File: src/rtl/cfkb_pkg.sv
// Shared types and constants of the clipped fill and keyed blit engine.
`default_nettype none

package cfkb_pkg;

   localparam int COORD_BITS_DEF = 12;
   localparam int SURF_W         = 13;
   localparam int CSR_IDX_W      = 4;

   localparam logic [SURF_W-1:0] SURF_WIDTH_RST  = 13'd320;
   localparam logic [SURF_W-1:0] SURF_HEIGHT_RST = 13'd240;

   localparam logic [CSR_IDX_W-1:0] CSR_SURF_WIDTH  = 4'd0;
   localparam logic [CSR_IDX_W-1:0] CSR_SURF_HEIGHT = 4'd1;

   localparam logic [1:0] ST_NONE  = 2'd0;
   localparam logic [1:0] ST_CMD   = 2'd1;
   localparam logic [1:0] ST_PIXEL = 2'd2;

   typedef enum logic [1:0] {
      REQ_FILL = 2'd0,
      REQ_BLIT = 2'd1,
      REQ_STEP = 2'd2,
      REQ_RSVD = 2'd3
   } req_code_type;

   typedef enum logic [2:0] {
      MODE_IDLE = 3'b001,
      MODE_FILL = 3'b010,
      MODE_BLIT = 3'b100
   } mode_type;

   typedef struct packed {
      logic [1:0]  req_type;
      logic [31:0] rect_x0;
      logic [31:0] rect_y0;
      logic [31:0] rect_x1;
      logic [31:0] rect_y1;
      logic [15:0] fill_color;
      logic [16:0] color_key;
      logic [15:0] src_pitch;
      logic [15:0] src_pixel;
   } req_word_type;

   typedef struct packed {
      logic [1:0]  status;
      logic [24:0] charge_pixels;
      logic        write_enable;
      logic [23:0] dest_offset;
      logic [15:0] write_data;
      logic [31:0] src_offset;
      logic        last;
   } rsp_word_type;

   localparam rsp_word_type RSP_IDLE = '0;

endpackage

`default_nettype wire

File: src/rtl/cfkb_if.sv
// Channel interfaces: request words, response words and register writes.
`default_nettype none

interface cfkb_req_if;
   logic               valid;
   logic               ready;
   logic [1:0]         req_type;
   logic signed [31:0] rect_x0;
   logic signed [31:0] rect_y0;
   logic signed [31:0] rect_x1;
   logic signed [31:0] rect_y1;
   logic [15:0]        fill_color;
   logic signed [16:0] color_key;
   logic [15:0]        src_pitch;
   logic [15:0]        src_pixel;

   modport source (output valid, req_type, rect_x0, rect_y0, rect_x1, rect_y1,
                   fill_color, color_key, src_pitch, src_pixel, input ready);
   modport sink   (input valid, req_type, rect_x0, rect_y0, rect_x1, rect_y1,
                   fill_color, color_key, src_pitch, src_pixel, output ready);
endinterface

interface cfkb_rsp_if;
   logic        valid;
   logic        ready;
   logic [1:0]  status;
   logic [24:0] charge_pixels;
   logic        write_enable;
   logic [23:0] dest_offset;
   logic [15:0] write_data;
   logic [31:0] src_offset;
   logic        last;

   modport source (output valid, status, charge_pixels, write_enable, dest_offset,
                   write_data, src_offset, last, input ready);
   modport sink   (input valid, status, charge_pixels, write_enable, dest_offset,
                   write_data, src_offset, last, output ready);
endinterface

interface cfkb_csr_if;
   logic        valid;
   logic        ready;
   logic [3:0]  index;
   logic [12:0] data;

   modport source (output valid, index, data, input ready);
   modport sink   (input valid, index, data, output ready);
endinterface

`default_nettype wire

File: src/rtl/clipped_fill_and_keyed_blit.sv
// Top level of the clipped fill and color-keyed blit engine.
// Usage:
//  - csr_ch writes surface_width (index 0) and surface_height (index 1); always ready.
//    Sizes above 2^COORD_BITS act as 2^COORD_BITS. Write only while idle.
//  - req_ch, one word per cycle unless stalled: start fill, start blit, step pixel.
//  - rsp_ch returns exactly one word for each request word, in order.
//  - A start word answers with status 1 and the clipped pixel charge, or status 0
//    when the clip is empty or a blit has zero stride; each step word then
//    answers with one pixel, column by column, last set on the final one.
//  - For a blit, src_offset names the source pixel to send with the next step.
//  - Path: a word accepted into the input register goes through the clip or pixel
//    logic into the response register, from which it is offered on rsp_ch.
//  - Throughput is one word per cycle unless rsp_ch stalls; the pixel walk state
//    advances in the cycle a word moves from input register to response register.
//  - When rsp_ch stalls, the response register holds; req_ch.ready drops in the
//    same cycle once the input register is full, while an empty input register
//    still takes one more word.
//  - Synchronous reset empties both registers, sets 320x240 and goes idle.
`default_nettype none

module clipped_fill_and_keyed_blit import cfkb_pkg::*; #(
   parameter int COORD_BITS = COORD_BITS_DEF
) (
   input logic        clock,
   input logic        reset,
   cfkb_req_if.sink   req_ch,
   cfkb_rsp_if.source rsp_ch,
   cfkb_csr_if.sink   csr_ch
);

   localparam int CW = COORD_BITS + 1;
   localparam int EW = (CW > SURF_W) ? CW : SURF_W;
   localparam logic [EW-1:0] SIZE_LIM = EW'(1) << COORD_BITS;

   logic [SURF_W-1:0]     surf_width_ff, surf_height_ff;
   logic [CW-1:0]         sw_eff, sh_eff;

   logic                  in_valid_ff;
   req_word_type          in_word_ff;
   logic                  out_valid_ff;
   rsp_word_type          out_word_ff, out_word_in;
   logic                  advance;

   mode_type              mode_ff, mode_in;
   logic [COORD_BITS-1:0] origin_x_ff, origin_x_in, origin_y_ff, origin_y_in;
   logic [CW-1:0]         span_cols_ff, span_cols_in, span_rows_ff, span_rows_in;
   logic [CW-1:0]         col_index_ff, col_index_in, row_index_ff, row_index_in;
   logic [15:0]           held_color_ff, held_color_in;
   logic [16:0]           held_key_ff, held_key_in;
   logic [15:0]           held_stride_ff, held_stride_in;
   logic [31:0]           src_column_base_ff, src_column_base_in;

   logic                  clip_ok;
   logic [COORD_BITS-1:0] clip_origin_x, clip_origin_y;
   logic [CW-1:0]         clip_cols, clip_rows;
   logic [24:0]           clip_charge;
   logic [31:0]           clip_src_base;

   rsp_word_type          pixel_word;
   mode_type              walk_mode;
   logic [CW-1:0]         walk_col, walk_row;
   logic [31:0]           walk_base;

   assign sw_eff = CW'((EW'(surf_width_ff) > SIZE_LIM) ? SIZE_LIM : EW'(surf_width_ff));
   assign sh_eff = CW'((EW'(surf_height_ff) > SIZE_LIM) ? SIZE_LIM : EW'(surf_height_ff));

   assign csr_ch.ready = 1'b1;

   always_ff @(posedge clock) begin
      if (reset) begin
         surf_width_ff  <= SURF_WIDTH_RST;
         surf_height_ff <= SURF_HEIGHT_RST;
      end else if (csr_ch.valid) begin
         if (csr_ch.index == CSR_SURF_WIDTH) begin
            surf_width_ff <= csr_ch.data;
         end
         if (csr_ch.index == CSR_SURF_HEIGHT) begin
            surf_height_ff <= csr_ch.data;
         end
      end
   end

   // two-register pipe: input word register, response word register
   assign advance      = in_valid_ff && (!out_valid_ff || rsp_ch.ready);
   assign req_ch.ready = !in_valid_ff || advance;

   always_ff @(posedge clock) begin
      if (reset) begin
         in_valid_ff <= 1'b0;
      end else if (req_ch.ready) begin
         in_valid_ff <= req_ch.valid;
      end
   end

   always_ff @(posedge clock) begin
      if (req_ch.ready && req_ch.valid) begin
         in_word_ff.req_type   <= req_ch.req_type;
         in_word_ff.rect_x0    <= req_ch.rect_x0;
         in_word_ff.rect_y0    <= req_ch.rect_y0;
         in_word_ff.rect_x1    <= req_ch.rect_x1;
         in_word_ff.rect_y1    <= req_ch.rect_y1;
         in_word_ff.fill_color <= req_ch.fill_color;
         in_word_ff.color_key  <= req_ch.color_key;
         in_word_ff.src_pitch  <= req_ch.src_pitch;
         in_word_ff.src_pixel  <= req_ch.src_pixel;
      end
   end

   cfkb_clip #(.COORD_BITS(COORD_BITS)) u_clip (
      .surf_w   (sw_eff),
      .surf_h   (sh_eff),
      .rect_x0  (in_word_ff.rect_x0),
      .rect_y0  (in_word_ff.rect_y0),
      .rect_x1  (in_word_ff.rect_x1),
      .rect_y1  (in_word_ff.rect_y1),
      .is_blit  (in_word_ff.req_type == REQ_BLIT),
      .stride   (in_word_ff.src_pitch),
      .clip_ok  (clip_ok),
      .origin_x (clip_origin_x),
      .origin_y (clip_origin_y),
      .cols     (clip_cols),
      .rows     (clip_rows),
      .charge   (clip_charge),
      .src_base (clip_src_base)
   );

   cfkb_walk #(.COORD_BITS(COORD_BITS)) u_walk (
      .mode            (mode_ff),
      .surf_w          (sw_eff),
      .surf_h          (sh_eff),
      .origin_x        (origin_x_ff),
      .origin_y        (origin_y_ff),
      .span_cols       (span_cols_ff),
      .span_rows       (span_rows_ff),
      .col_index       (col_index_ff),
      .row_index       (row_index_ff),
      .held_color      (held_color_ff),
      .held_key        (held_key_ff),
      .held_stride     (held_stride_ff),
      .src_column_base (src_column_base_ff),
      .src_pixel       (in_word_ff.src_pixel),
      .pixel_word      (pixel_word),
      .mode_next       (walk_mode),
      .col_next        (walk_col),
      .row_next        (walk_row),
      .base_next       (walk_base)
   );

   always_comb begin
      mode_in            = mode_ff;
      origin_x_in        = origin_x_ff;
      origin_y_in        = origin_y_ff;
      span_cols_in       = span_cols_ff;
      span_rows_in       = span_rows_ff;
      col_index_in       = col_index_ff;
      row_index_in       = row_index_ff;
      held_color_in      = held_color_ff;
      held_key_in        = held_key_ff;
      held_stride_in     = held_stride_ff;
      src_column_base_in = src_column_base_ff;
      out_word_in        = RSP_IDLE;

      if (advance) begin
         unique case (req_code_type'(in_word_ff.req_type))
            REQ_FILL, REQ_BLIT: begin
               if (clip_ok) begin
                  origin_x_in  = clip_origin_x;
                  origin_y_in  = clip_origin_y;
                  span_cols_in = clip_cols;
                  span_rows_in = clip_rows;
                  col_index_in = '0;
                  row_index_in = '0;
                  out_word_in.status        = ST_CMD;
                  out_word_in.charge_pixels = clip_charge;
                  if (in_word_ff.req_type == REQ_FILL) begin
                     mode_in       = MODE_FILL;
                     held_color_in = in_word_ff.fill_color;
                  end else begin
                     mode_in                = MODE_BLIT;
                     held_key_in            = in_word_ff.color_key;
                     held_stride_in         = in_word_ff.src_pitch;
                     src_column_base_in     = clip_src_base;
                     out_word_in.src_offset = clip_src_base;
                  end
               end else begin
                  mode_in = MODE_IDLE;
               end
            end
            REQ_STEP: begin
               if (mode_ff != MODE_IDLE) begin
                  mode_in            = walk_mode;
                  col_index_in       = walk_col;
                  row_index_in       = walk_row;
                  src_column_base_in = walk_base;
                  out_word_in        = pixel_word;
               end
            end
            REQ_RSVD: begin
               out_word_in = RSP_IDLE;
            end
            default: begin
               out_word_in = RSP_IDLE;
            end
         endcase
      end
   end

   always_ff @(posedge clock) begin
      if (reset) begin
         mode_ff            <= MODE_IDLE;
         origin_x_ff        <= '0;
         origin_y_ff        <= '0;
         span_cols_ff       <= '0;
         span_rows_ff       <= '0;
         col_index_ff       <= '0;
         row_index_ff       <= '0;
         held_color_ff      <= '0;
         held_key_ff        <= '1;
         held_stride_ff     <= '0;
         src_column_base_ff <= '0;
      end else begin
         mode_ff            <= mode_in;
         origin_x_ff        <= origin_x_in;
         origin_y_ff        <= origin_y_in;
         span_cols_ff       <= span_cols_in;
         span_rows_ff       <= span_rows_in;
         col_index_ff       <= col_index_in;
         row_index_ff       <= row_index_in;
         held_color_ff      <= held_color_in;
         held_key_ff        <= held_key_in;
         held_stride_ff     <= held_stride_in;
         src_column_base_ff <= src_column_base_in;
      end
   end

   always_ff @(posedge clock) begin
      if (reset) begin
         out_valid_ff <= 1'b0;
      end else if (advance) begin
         out_valid_ff <= 1'b1;
      end else if (rsp_ch.ready) begin
         out_valid_ff <= 1'b0;
      end
   end

   always_ff @(posedge clock) begin
      if (advance) begin
         out_word_ff <= out_word_in;
      end
   end

   assign rsp_ch.valid         = out_valid_ff;
   assign rsp_ch.status        = out_word_ff.status;
   assign rsp_ch.charge_pixels = out_word_ff.charge_pixels;
   assign rsp_ch.write_enable  = out_word_ff.write_enable;
   assign rsp_ch.dest_offset   = out_word_ff.dest_offset;
   assign rsp_ch.write_data    = out_word_ff.write_data;
   assign rsp_ch.src_offset    = out_word_ff.src_offset;
   assign rsp_ch.last          = out_word_ff.last;

endmodule

`default_nettype wire

File: src/rtl/cfkb_clip.sv
// Rectangle clipping, pixel charge and first source index for a start word.
`default_nettype none

module cfkb_clip import cfkb_pkg::*; #(
   parameter int COORD_BITS = COORD_BITS_DEF
) (
   input  logic [COORD_BITS:0]   surf_w,
   input  logic [COORD_BITS:0]   surf_h,
   input  logic [31:0]           rect_x0,
   input  logic [31:0]           rect_y0,
   input  logic [31:0]           rect_x1,
   input  logic [31:0]           rect_y1,
   input  logic                  is_blit,
   input  logic [15:0]           stride,
   output logic                  clip_ok,
   output logic [COORD_BITS-1:0] origin_x,
   output logic [COORD_BITS-1:0] origin_y,
   output logic [COORD_BITS:0]   cols,
   output logic [COORD_BITS:0]   rows,
   output logic [24:0]           charge,
   output logic [31:0]           src_base
);

   localparam int PROD_W = 2 * (COORD_BITS + 1);

   logic [31:0]       x0, y0, x1, y1;
   logic [31:0]       sx0, sy0;
   logic [31:0]       cols_w, rows_w;
   logic [PROD_W-1:0] area;

   always_comb begin
      x0 = rect_x0[31] ? 32'd0 : rect_x0;
      y0 = rect_y0[31] ? 32'd0 : rect_y0;
      x1 = ($signed(rect_x1) > $signed(32'(surf_w))) ? 32'(surf_w) : rect_x1;
      y1 = ($signed(rect_y1) > $signed(32'(surf_h))) ? 32'(surf_h) : rect_y1;

      clip_ok = ($signed(x1) > $signed(x0)) && ($signed(y1) > $signed(y0)) &&
                !(is_blit && (stride == 16'd0));

      cols_w = x1 - x0;
      rows_w = y1 - y0;
      cols   = cols_w[COORD_BITS:0];
      rows   = rows_w[COORD_BITS:0];
      origin_x = x0[COORD_BITS-1:0];
      origin_y = y0[COORD_BITS-1:0];

      area   = PROD_W'(cols) * PROD_W'(rows);
      charge = 25'(area);

      // source skip is the part of the rectangle cut off on the low side
      sx0 = rect_x0[31] ? (32'd0 - rect_x0) : 32'd0;
      sy0 = rect_y0[31] ? (32'd0 - rect_y0) : 32'd0;
      src_base = sy0 * 32'(stride) + sx0;
   end

endmodule

`default_nettype wire

File: src/rtl/cfkb_walk.sv
// One pixel step: framebuffer index, data, key test and walk advance.
`default_nettype none

module cfkb_walk import cfkb_pkg::*; #(
   parameter int COORD_BITS = COORD_BITS_DEF
) (
   input  mode_type              mode,
   input  logic [COORD_BITS:0]   surf_w,
   input  logic [COORD_BITS:0]   surf_h,
   input  logic [COORD_BITS-1:0] origin_x,
   input  logic [COORD_BITS-1:0] origin_y,
   input  logic [COORD_BITS:0]   span_cols,
   input  logic [COORD_BITS:0]   span_rows,
   input  logic [COORD_BITS:0]   col_index,
   input  logic [COORD_BITS:0]   row_index,
   input  logic [15:0]           held_color,
   input  logic [16:0]           held_key,
   input  logic [15:0]           held_stride,
   input  logic [31:0]           src_column_base,
   input  logic [15:0]           src_pixel,
   output rsp_word_type          pixel_word,
   output mode_type              mode_next,
   output logic [COORD_BITS:0]   col_next,
   output logic [COORD_BITS:0]   row_next,
   output logic [31:0]           base_next
);

   localparam int CW = COORD_BITS + 1;

   logic [CW-1:0]    x, y;
   logic [23:0]      diff, dest;
   logic [CW:0]      row_inc, col_inc;
   logic             row_wrap, done;
   logic             key_hit;
   logic [CW+15:0]   row_prod;
   logic [31:0]      next_src;

   always_comb begin
      x    = CW'(origin_x) + col_index;
      y    = CW'(origin_y) + row_index;
      // rotated layout: a landscape column runs along one framebuffer row
      diff = 24'(surf_w) - 24'd1 - 24'(x);
      dest = 24'(diff * 24'(surf_h)) + 24'(y);

      row_inc  = (CW+1)'(row_index) + (CW+1)'(1);
      col_inc  = (CW+1)'(col_index) + (CW+1)'(1);
      row_wrap = row_inc >= (CW+1)'(span_rows);
      done     = row_wrap && (col_inc >= (CW+1)'(span_cols));

      row_next  = row_wrap ? '0 : row_inc[CW-1:0];
      col_next  = row_wrap ? (done ? '0 : col_inc[CW-1:0]) : col_index;
      base_next = row_wrap ? (src_column_base + 32'd1) : src_column_base;
      mode_next = done ? MODE_IDLE : mode;

      row_prod = (CW+16)'(row_next) * (CW+16)'(held_stride);
      next_src = (mode_next == MODE_BLIT) ? (base_next + 32'(row_prod)) : 32'd0;

      key_hit = !held_key[16] && (src_pixel == held_key[15:0]);

      pixel_word               = RSP_IDLE;
      pixel_word.status        = ST_PIXEL;
      pixel_word.dest_offset   = dest;
      pixel_word.src_offset    = next_src;
      pixel_word.last          = done;
      if (mode == MODE_BLIT) begin
         pixel_word.write_data   = src_pixel;
         pixel_word.write_enable = !key_hit;
      end else begin
         pixel_word.write_data   = held_color;
         pixel_word.write_enable = 1'b1;
      end
   end

endmodule

`default_nettype wire

File: src/flat_wrapper.sv
// flat-port wrapper written by rule: the top's interface ports become plain ports
module clipped_fill_and_keyed_blit_flat import cfkb_pkg::*;
#(
   parameter int COORD_BITS = COORD_BITS_DEF
)
  (clock, reset, req_ch_valid, req_ch_req_type, req_ch_rect_x0, req_ch_rect_y0, req_ch_rect_x1, req_ch_rect_y1, req_ch_fill_color, req_ch_color_key, req_ch_src_pitch, req_ch_src_pixel, req_ch_ready, rsp_ch_valid, rsp_ch_status, rsp_ch_charge_pixels, rsp_ch_write_enable, rsp_ch_dest_offset, rsp_ch_write_data, rsp_ch_src_offset, rsp_ch_last, rsp_ch_ready, csr_ch_valid, csr_ch_index, csr_ch_data, csr_ch_ready);
  cfkb_req_if req_ch_i ();
  cfkb_rsp_if rsp_ch_i ();
  cfkb_csr_if csr_ch_i ();
  input logic clock;
  input logic reset;
  input wire logic [$bits(req_ch_i.valid)-1:0] req_ch_valid;
  input wire logic [$bits(req_ch_i.req_type)-1:0] req_ch_req_type;
  input wire logic [$bits(req_ch_i.rect_x0)-1:0] req_ch_rect_x0;
  input wire logic [$bits(req_ch_i.rect_y0)-1:0] req_ch_rect_y0;
  input wire logic [$bits(req_ch_i.rect_x1)-1:0] req_ch_rect_x1;
  input wire logic [$bits(req_ch_i.rect_y1)-1:0] req_ch_rect_y1;
  input wire logic [$bits(req_ch_i.fill_color)-1:0] req_ch_fill_color;
  input wire logic [$bits(req_ch_i.color_key)-1:0] req_ch_color_key;
  input wire logic [$bits(req_ch_i.src_pitch)-1:0] req_ch_src_pitch;
  input wire logic [$bits(req_ch_i.src_pixel)-1:0] req_ch_src_pixel;
  output wire logic [$bits(req_ch_i.ready)-1:0] req_ch_ready;
  output wire logic [$bits(rsp_ch_i.valid)-1:0] rsp_ch_valid;
  output wire logic [$bits(rsp_ch_i.status)-1:0] rsp_ch_status;
  output wire logic [$bits(rsp_ch_i.charge_pixels)-1:0] rsp_ch_charge_pixels;
  output wire logic [$bits(rsp_ch_i.write_enable)-1:0] rsp_ch_write_enable;
  output wire logic [$bits(rsp_ch_i.dest_offset)-1:0] rsp_ch_dest_offset;
  output wire logic [$bits(rsp_ch_i.write_data)-1:0] rsp_ch_write_data;
  output wire logic [$bits(rsp_ch_i.src_offset)-1:0] rsp_ch_src_offset;
  output wire logic [$bits(rsp_ch_i.last)-1:0] rsp_ch_last;
  input wire logic [$bits(rsp_ch_i.ready)-1:0] rsp_ch_ready;
  input wire logic [$bits(csr_ch_i.valid)-1:0] csr_ch_valid;
  input wire logic [$bits(csr_ch_i.index)-1:0] csr_ch_index;
  input wire logic [$bits(csr_ch_i.data)-1:0] csr_ch_data;
  output wire logic [$bits(csr_ch_i.ready)-1:0] csr_ch_ready;
  assign req_ch_i.valid = req_ch_valid;
  assign req_ch_i.req_type = req_ch_req_type;
  assign req_ch_i.rect_x0 = req_ch_rect_x0;
  assign req_ch_i.rect_y0 = req_ch_rect_y0;
  assign req_ch_i.rect_x1 = req_ch_rect_x1;
  assign req_ch_i.rect_y1 = req_ch_rect_y1;
  assign req_ch_i.fill_color = req_ch_fill_color;
  assign req_ch_i.color_key = req_ch_color_key;
  assign req_ch_i.src_pitch = req_ch_src_pitch;
  assign req_ch_i.src_pixel = req_ch_src_pixel;
  assign req_ch_ready = req_ch_i.ready;
  assign rsp_ch_valid = rsp_ch_i.valid;
  assign rsp_ch_status = rsp_ch_i.status;
  assign rsp_ch_charge_pixels = rsp_ch_i.charge_pixels;
  assign rsp_ch_write_enable = rsp_ch_i.write_enable;
  assign rsp_ch_dest_offset = rsp_ch_i.dest_offset;
  assign rsp_ch_write_data = rsp_ch_i.write_data;
  assign rsp_ch_src_offset = rsp_ch_i.src_offset;
  assign rsp_ch_last = rsp_ch_i.last;
  assign rsp_ch_i.ready = rsp_ch_ready;
  assign csr_ch_i.valid = csr_ch_valid;
  assign csr_ch_i.index = csr_ch_index;
  assign csr_ch_i.data = csr_ch_data;
  assign csr_ch_ready = csr_ch_i.ready;
  clipped_fill_and_keyed_blit #(.COORD_BITS(COORD_BITS)) u_core (.clock(clock), .reset(reset), .req_ch(req_ch_i), .rsp_ch(rsp_ch_i), .csr_ch(csr_ch_i));
endmodule
File: config.mk
export PLATFORM = sky130hd
export DESIGN_NAME = clipped_fill_and_keyed_blit_flat
export DESIGN_NICKNAME = d
export VERILOG_FILES = /design/src/rtl/cfkb_pkg.sv /design/src/rtl/cfkb_if.sv /design/src/rtl/clipped_fill_and_keyed_blit.sv /design/src/rtl/cfkb_clip.sv /design/src/rtl/cfkb_walk.sv /design/src/flat_wrapper.sv
export SDC_FILE = /design/constraint.sdc
export NUM_CORES = 2
export LEC_CHECK = 0
export BUFFER_PORTS_ARGS = -buffer_cell sky130_fd_sc_hd__buf_4
export CAP_MARGIN = 20
export CORE_MARGIN = 8
export CORE_UTILIZATION = 58
export CTS_CLUSTER_DIAMETER = 100
export DETAILED_ROUTE_END_ITERATION = 6
export PLACE_DENSITY = 0.79
export RECOVER_POWER = 50
export SYNTH_ARGS = -nofsm -noshare
export SYNTH_HDL_FRONTEND = slang
export SYNTH_SLANG_ARGS = --single-unit
File: constraint.sdc
create_clock -name clock -period 10 [get_ports clock]
set_input_delay 2 -clock clock [delete_from_list [all_inputs] [get_ports clock]]
set_output_delay 2 -clock clock [all_outputs]
set_load 0.05 [all_outputs]
==> results.toml <==
[timing]
finalCritPeriodShare_pct = 100.9
rsz0062_at_grt = "yes"
clock-skew-final_ns = 0.07034
tightest_slew_ns = 4.755
max_slew_margin_pct = -217.0
hold_viol = 0
fmax_mhz = 99.10
maxSlewViolCount = 353
setup_ws_ns = -0.09059
min_period_ns = 10.09
setup_viol = 2

[clock_tree]
cts_tree = "done"
clockRootBuffer = "clkbuf_16"
clockBufferDepth = 3
cts-buffers-inserted = 55
clkTransAtPathRegs_ns = 0.07
ctsHoldBuffers = 0
clk_latency_ns = 0.70
cts.sinks = 484
htreeDepth = 2

[global_routing]
grt_pass1_vias = 48380
grt_usage_pct = 31.88
overflow = 0
grt_pass1_wl_mm = 269.0
grt_antenna_before_repair = 8
grt_max_degree = 93

[flow_run]
cap_violations = 7

[placed_design]
post-dp-hpwl_mm = 137.9
io_buffers = 319
post-place-ws_ns = -0.3740
dp_cells = 7812
place.gp.congestion = 0.9940

[final_layout]
drive_gt1_share_pct = 11.19
final_cells = 7944
area_delta_synth_final_pct = 13.33
seqCellArea_um2 = 12650
multi_input_area_um2 = 40060
fillCellCount = 7876
layout.nets = 8078

[route]
drt-pass1-iter-count = 7
initialDrtViolationCount = 3955
drc = 4
via_count = 46540
wirelength_mm = 174.1
ant_nets = 0
vias_per_cell = 5.859
avgRoutedWirePerCell_um = 21.92

[synth]
synthSimpleGateAreaFrac_pct = 17.13
ys.warnings.count = 0
yosys-top-cells-count = "997 x inv_1, 929 x nand2_1, 810 x fa_1"
muxShareOfSynthArea_pct = 1.463
synth_top_family_by_area = "adder cells"
ys_seq_elements = 484
synth_top_cell_by_area = "fa_1"
synth_top_area_share_pct = 28.46
synth_edf_count = 296
async_flop_share_pct = 0
netlist_instances = 6183
synthXorXnorAreaFrac_pct = 4.713
synth_ff_type = "edfxtp_1"
netlist_area_um2 = 56970
synth_most_common_cell = "inv_1"
synth_compound_area_share_pct = 7.752
seq_area_frac_synth_pct = 22.21
ys_types = 83
avgSynthCellArea_um2 = 9.215
syn_nets = 7656
synth_fa_ha_area_share_pct = 38.26
synth.area.top_cells = "fa_1 28%, edfxtp_1 16%, ha_1 9.8%, dfxtp_1 6.6%, inv_1 6.6%"

[status]
violations = "DRC, capacitance limit, slew limit, setup timing"
status = "complete, but fails checks"

[setup_path]
worstSetupStartpoint = "u_core.surf_width_ff[10]"
crit_type = "flop to flop"
cp_top_family = "adder cells"
cp.required_ns = 10.39
crit_buf_inv = 9
cp_slowest_cell = "fa_1"
r2r_start = "u_core.surf_width_ff[10]"
cp-end-kind = "flop"
cp_max_fo = 7
slowest_delay_ns = 0.55
start_kind = "flop"
arrival_ns = 10.48

[floorplan]
fp.dieW_um = 329.4
rows = 115
core-area_um2 = 97840
floorplan.initialDensity_pct = 58.23
die_h_um = 329.4
die_area_um2 = 108500
io_pins = 321

[hold_path]
hold_class = "flop to flop"
worstHoldStart = "u_core.span_rows_ff[6]"

[pwr]
power.leakage_nw = 29.45
ir_worst_vdd_v = 0.001622
p_per_area_nw_per_um2 = 345.7
p_total_mw = 22.32
state kept, by name, indices dropped and copies added, names as in the netlist, 16 cells and up:
| name | count |
|---|---|
| u_core.held_key_ff | 17 |
| u_core.rsp_ch.charge_pixels | 25 |
| u_core.in_word_ff | 195 |
| u_core.rsp_ch.src_offset | 32 |
| u_core.held_stride_ff | 16 |
| u_core.held_color_ff | 16 |
| u_core.rsp_ch.write_data | 16 |
| u_core.rsp_ch.dest_offset | 24 |
| u_core.src_column_base_ff | 32 |
kinds of logic (layout without fill, tap and decap cells):
| group | after synthesis | in the layout |
|---|---|---|
| buffers and inverters | 1281 | 1748 |
| and+or+nand+nor | 2082 | 2082 |
| AOI/OAI and AO/OA | 695 | 695 |
| muxes | 83 | 83 |
| xor gates and xnor gates | 301 | 301 |
| other | 1 | 8 |
| DFF | 484 | 484 |
| adders and majority gates | 1256 | 1256 |
timing repair:
action | 4_1_cts | 5_1_grt
hold endpoints to repair | 0 | 0
buffers inserted | 5 | 15
resized for setup | 34 | 88
endpoints found under the setup margin | 8 | 19
pin swaps | 36 | 41
cells in the final DEF (no fill, tap or decap), types with 11 or more instances in the layout:
cell type    n
inv_1      987
nand2_1    924
fa_1       808
ha_1       435
nor2_1     324
buf_4      324
edfxtp_1   296
a21oi_1    189
xnor2_1    187
dfxtp_1    186
and2_1     172
and3_1     172
clkbuf_4   165
clkbuf_1   143
o21ai_0    134
xor2_1     103
a21o_1      95
nand3_1     89
nand2b_1    88
mux2i_1     80
nor3_1      67
clkbuf_16   56
nand4_1     49
nor2b_1     46
o21a_1      34
nor4_1      33
or3_1       23
or2_2       20
a211oi_1    20
a22oi_1     19
a31oi_1     18
or4_1       16
o21bai_1    15
o22ai_1     14
o21ai_1     13
a311oi_1    13
a21oi_2     12
o211ai_1    11
clkinv_2    11
worst min-delay path: cells and delay by family (launching register included):
family | cells | cell delay, ns
flops | 1 | 0.31
compound gates | 1 | 0.05
simple gates | 1 | 0.05
path summary, 6_finish.rpt:
| path | end | slack [ns] | cells after the start |
|---|---|---|---|
| setup / recovery | u_core.rsp_ch.charge_pixels[23] | -0.09 | 49 |
| hold / removal | u_core.span_rows_ff[6] | 0.46 | 2 |
| setup reg to reg | u_core.rsp_ch.charge_pixels[23] | -0.09 | 49 |
| hold reg to reg | u_core.span_rows_ff[6] | 0.46 | 2 |
per-stage QoR:
step | TNS [ns] | util, % | cell area (um2) | hold slack (ns)
CTS | -0.006048 | 65.99 | 64570 | 0.4574
finish | -0.1563 | 65.99 | 64570 | 0.4595
floorplan | 0 | - | 57020 | 0.4363
detailed placement | -1.725 | 63.74 | 62370 | 0.4496
global route | -2.133 | 65.98 | 64550 | 0.4859
global placement | -0.1036 | 63.74 | 62370 | 0.4424
final cells by class:
cell class,instances,share of cell area (%)
Timing Repair Buffer,646,6.905
Tap cell,1287,2.494
Sequential cell,484,19.60
Clock buffer,63,2.258
Clock inverter,39,0.8468
Inverter,1000,5.819
Multi-Input combinational cell,4418,62.05
Antenna cell,7,0.02713
metal layers:
layer / GRT usage [%] / share of wire, % / up-vias
li1: - / - / 20650
met1: 37.97 / 36 / 22800
met3: 8.921 / 11 / 625
met5: 0 / 0.0075 / -
met2: 52.09 / 46 / 2471
met4: 17.81 / 6.9 / 2
where the power goes:
group          internal (mW)  switching [mW]
clock network           1.28           0.951
logic                   8.12            9.68
registers               2.21          0.0854
total                   11.6            10.7
(Power assumes the default switching activity.)
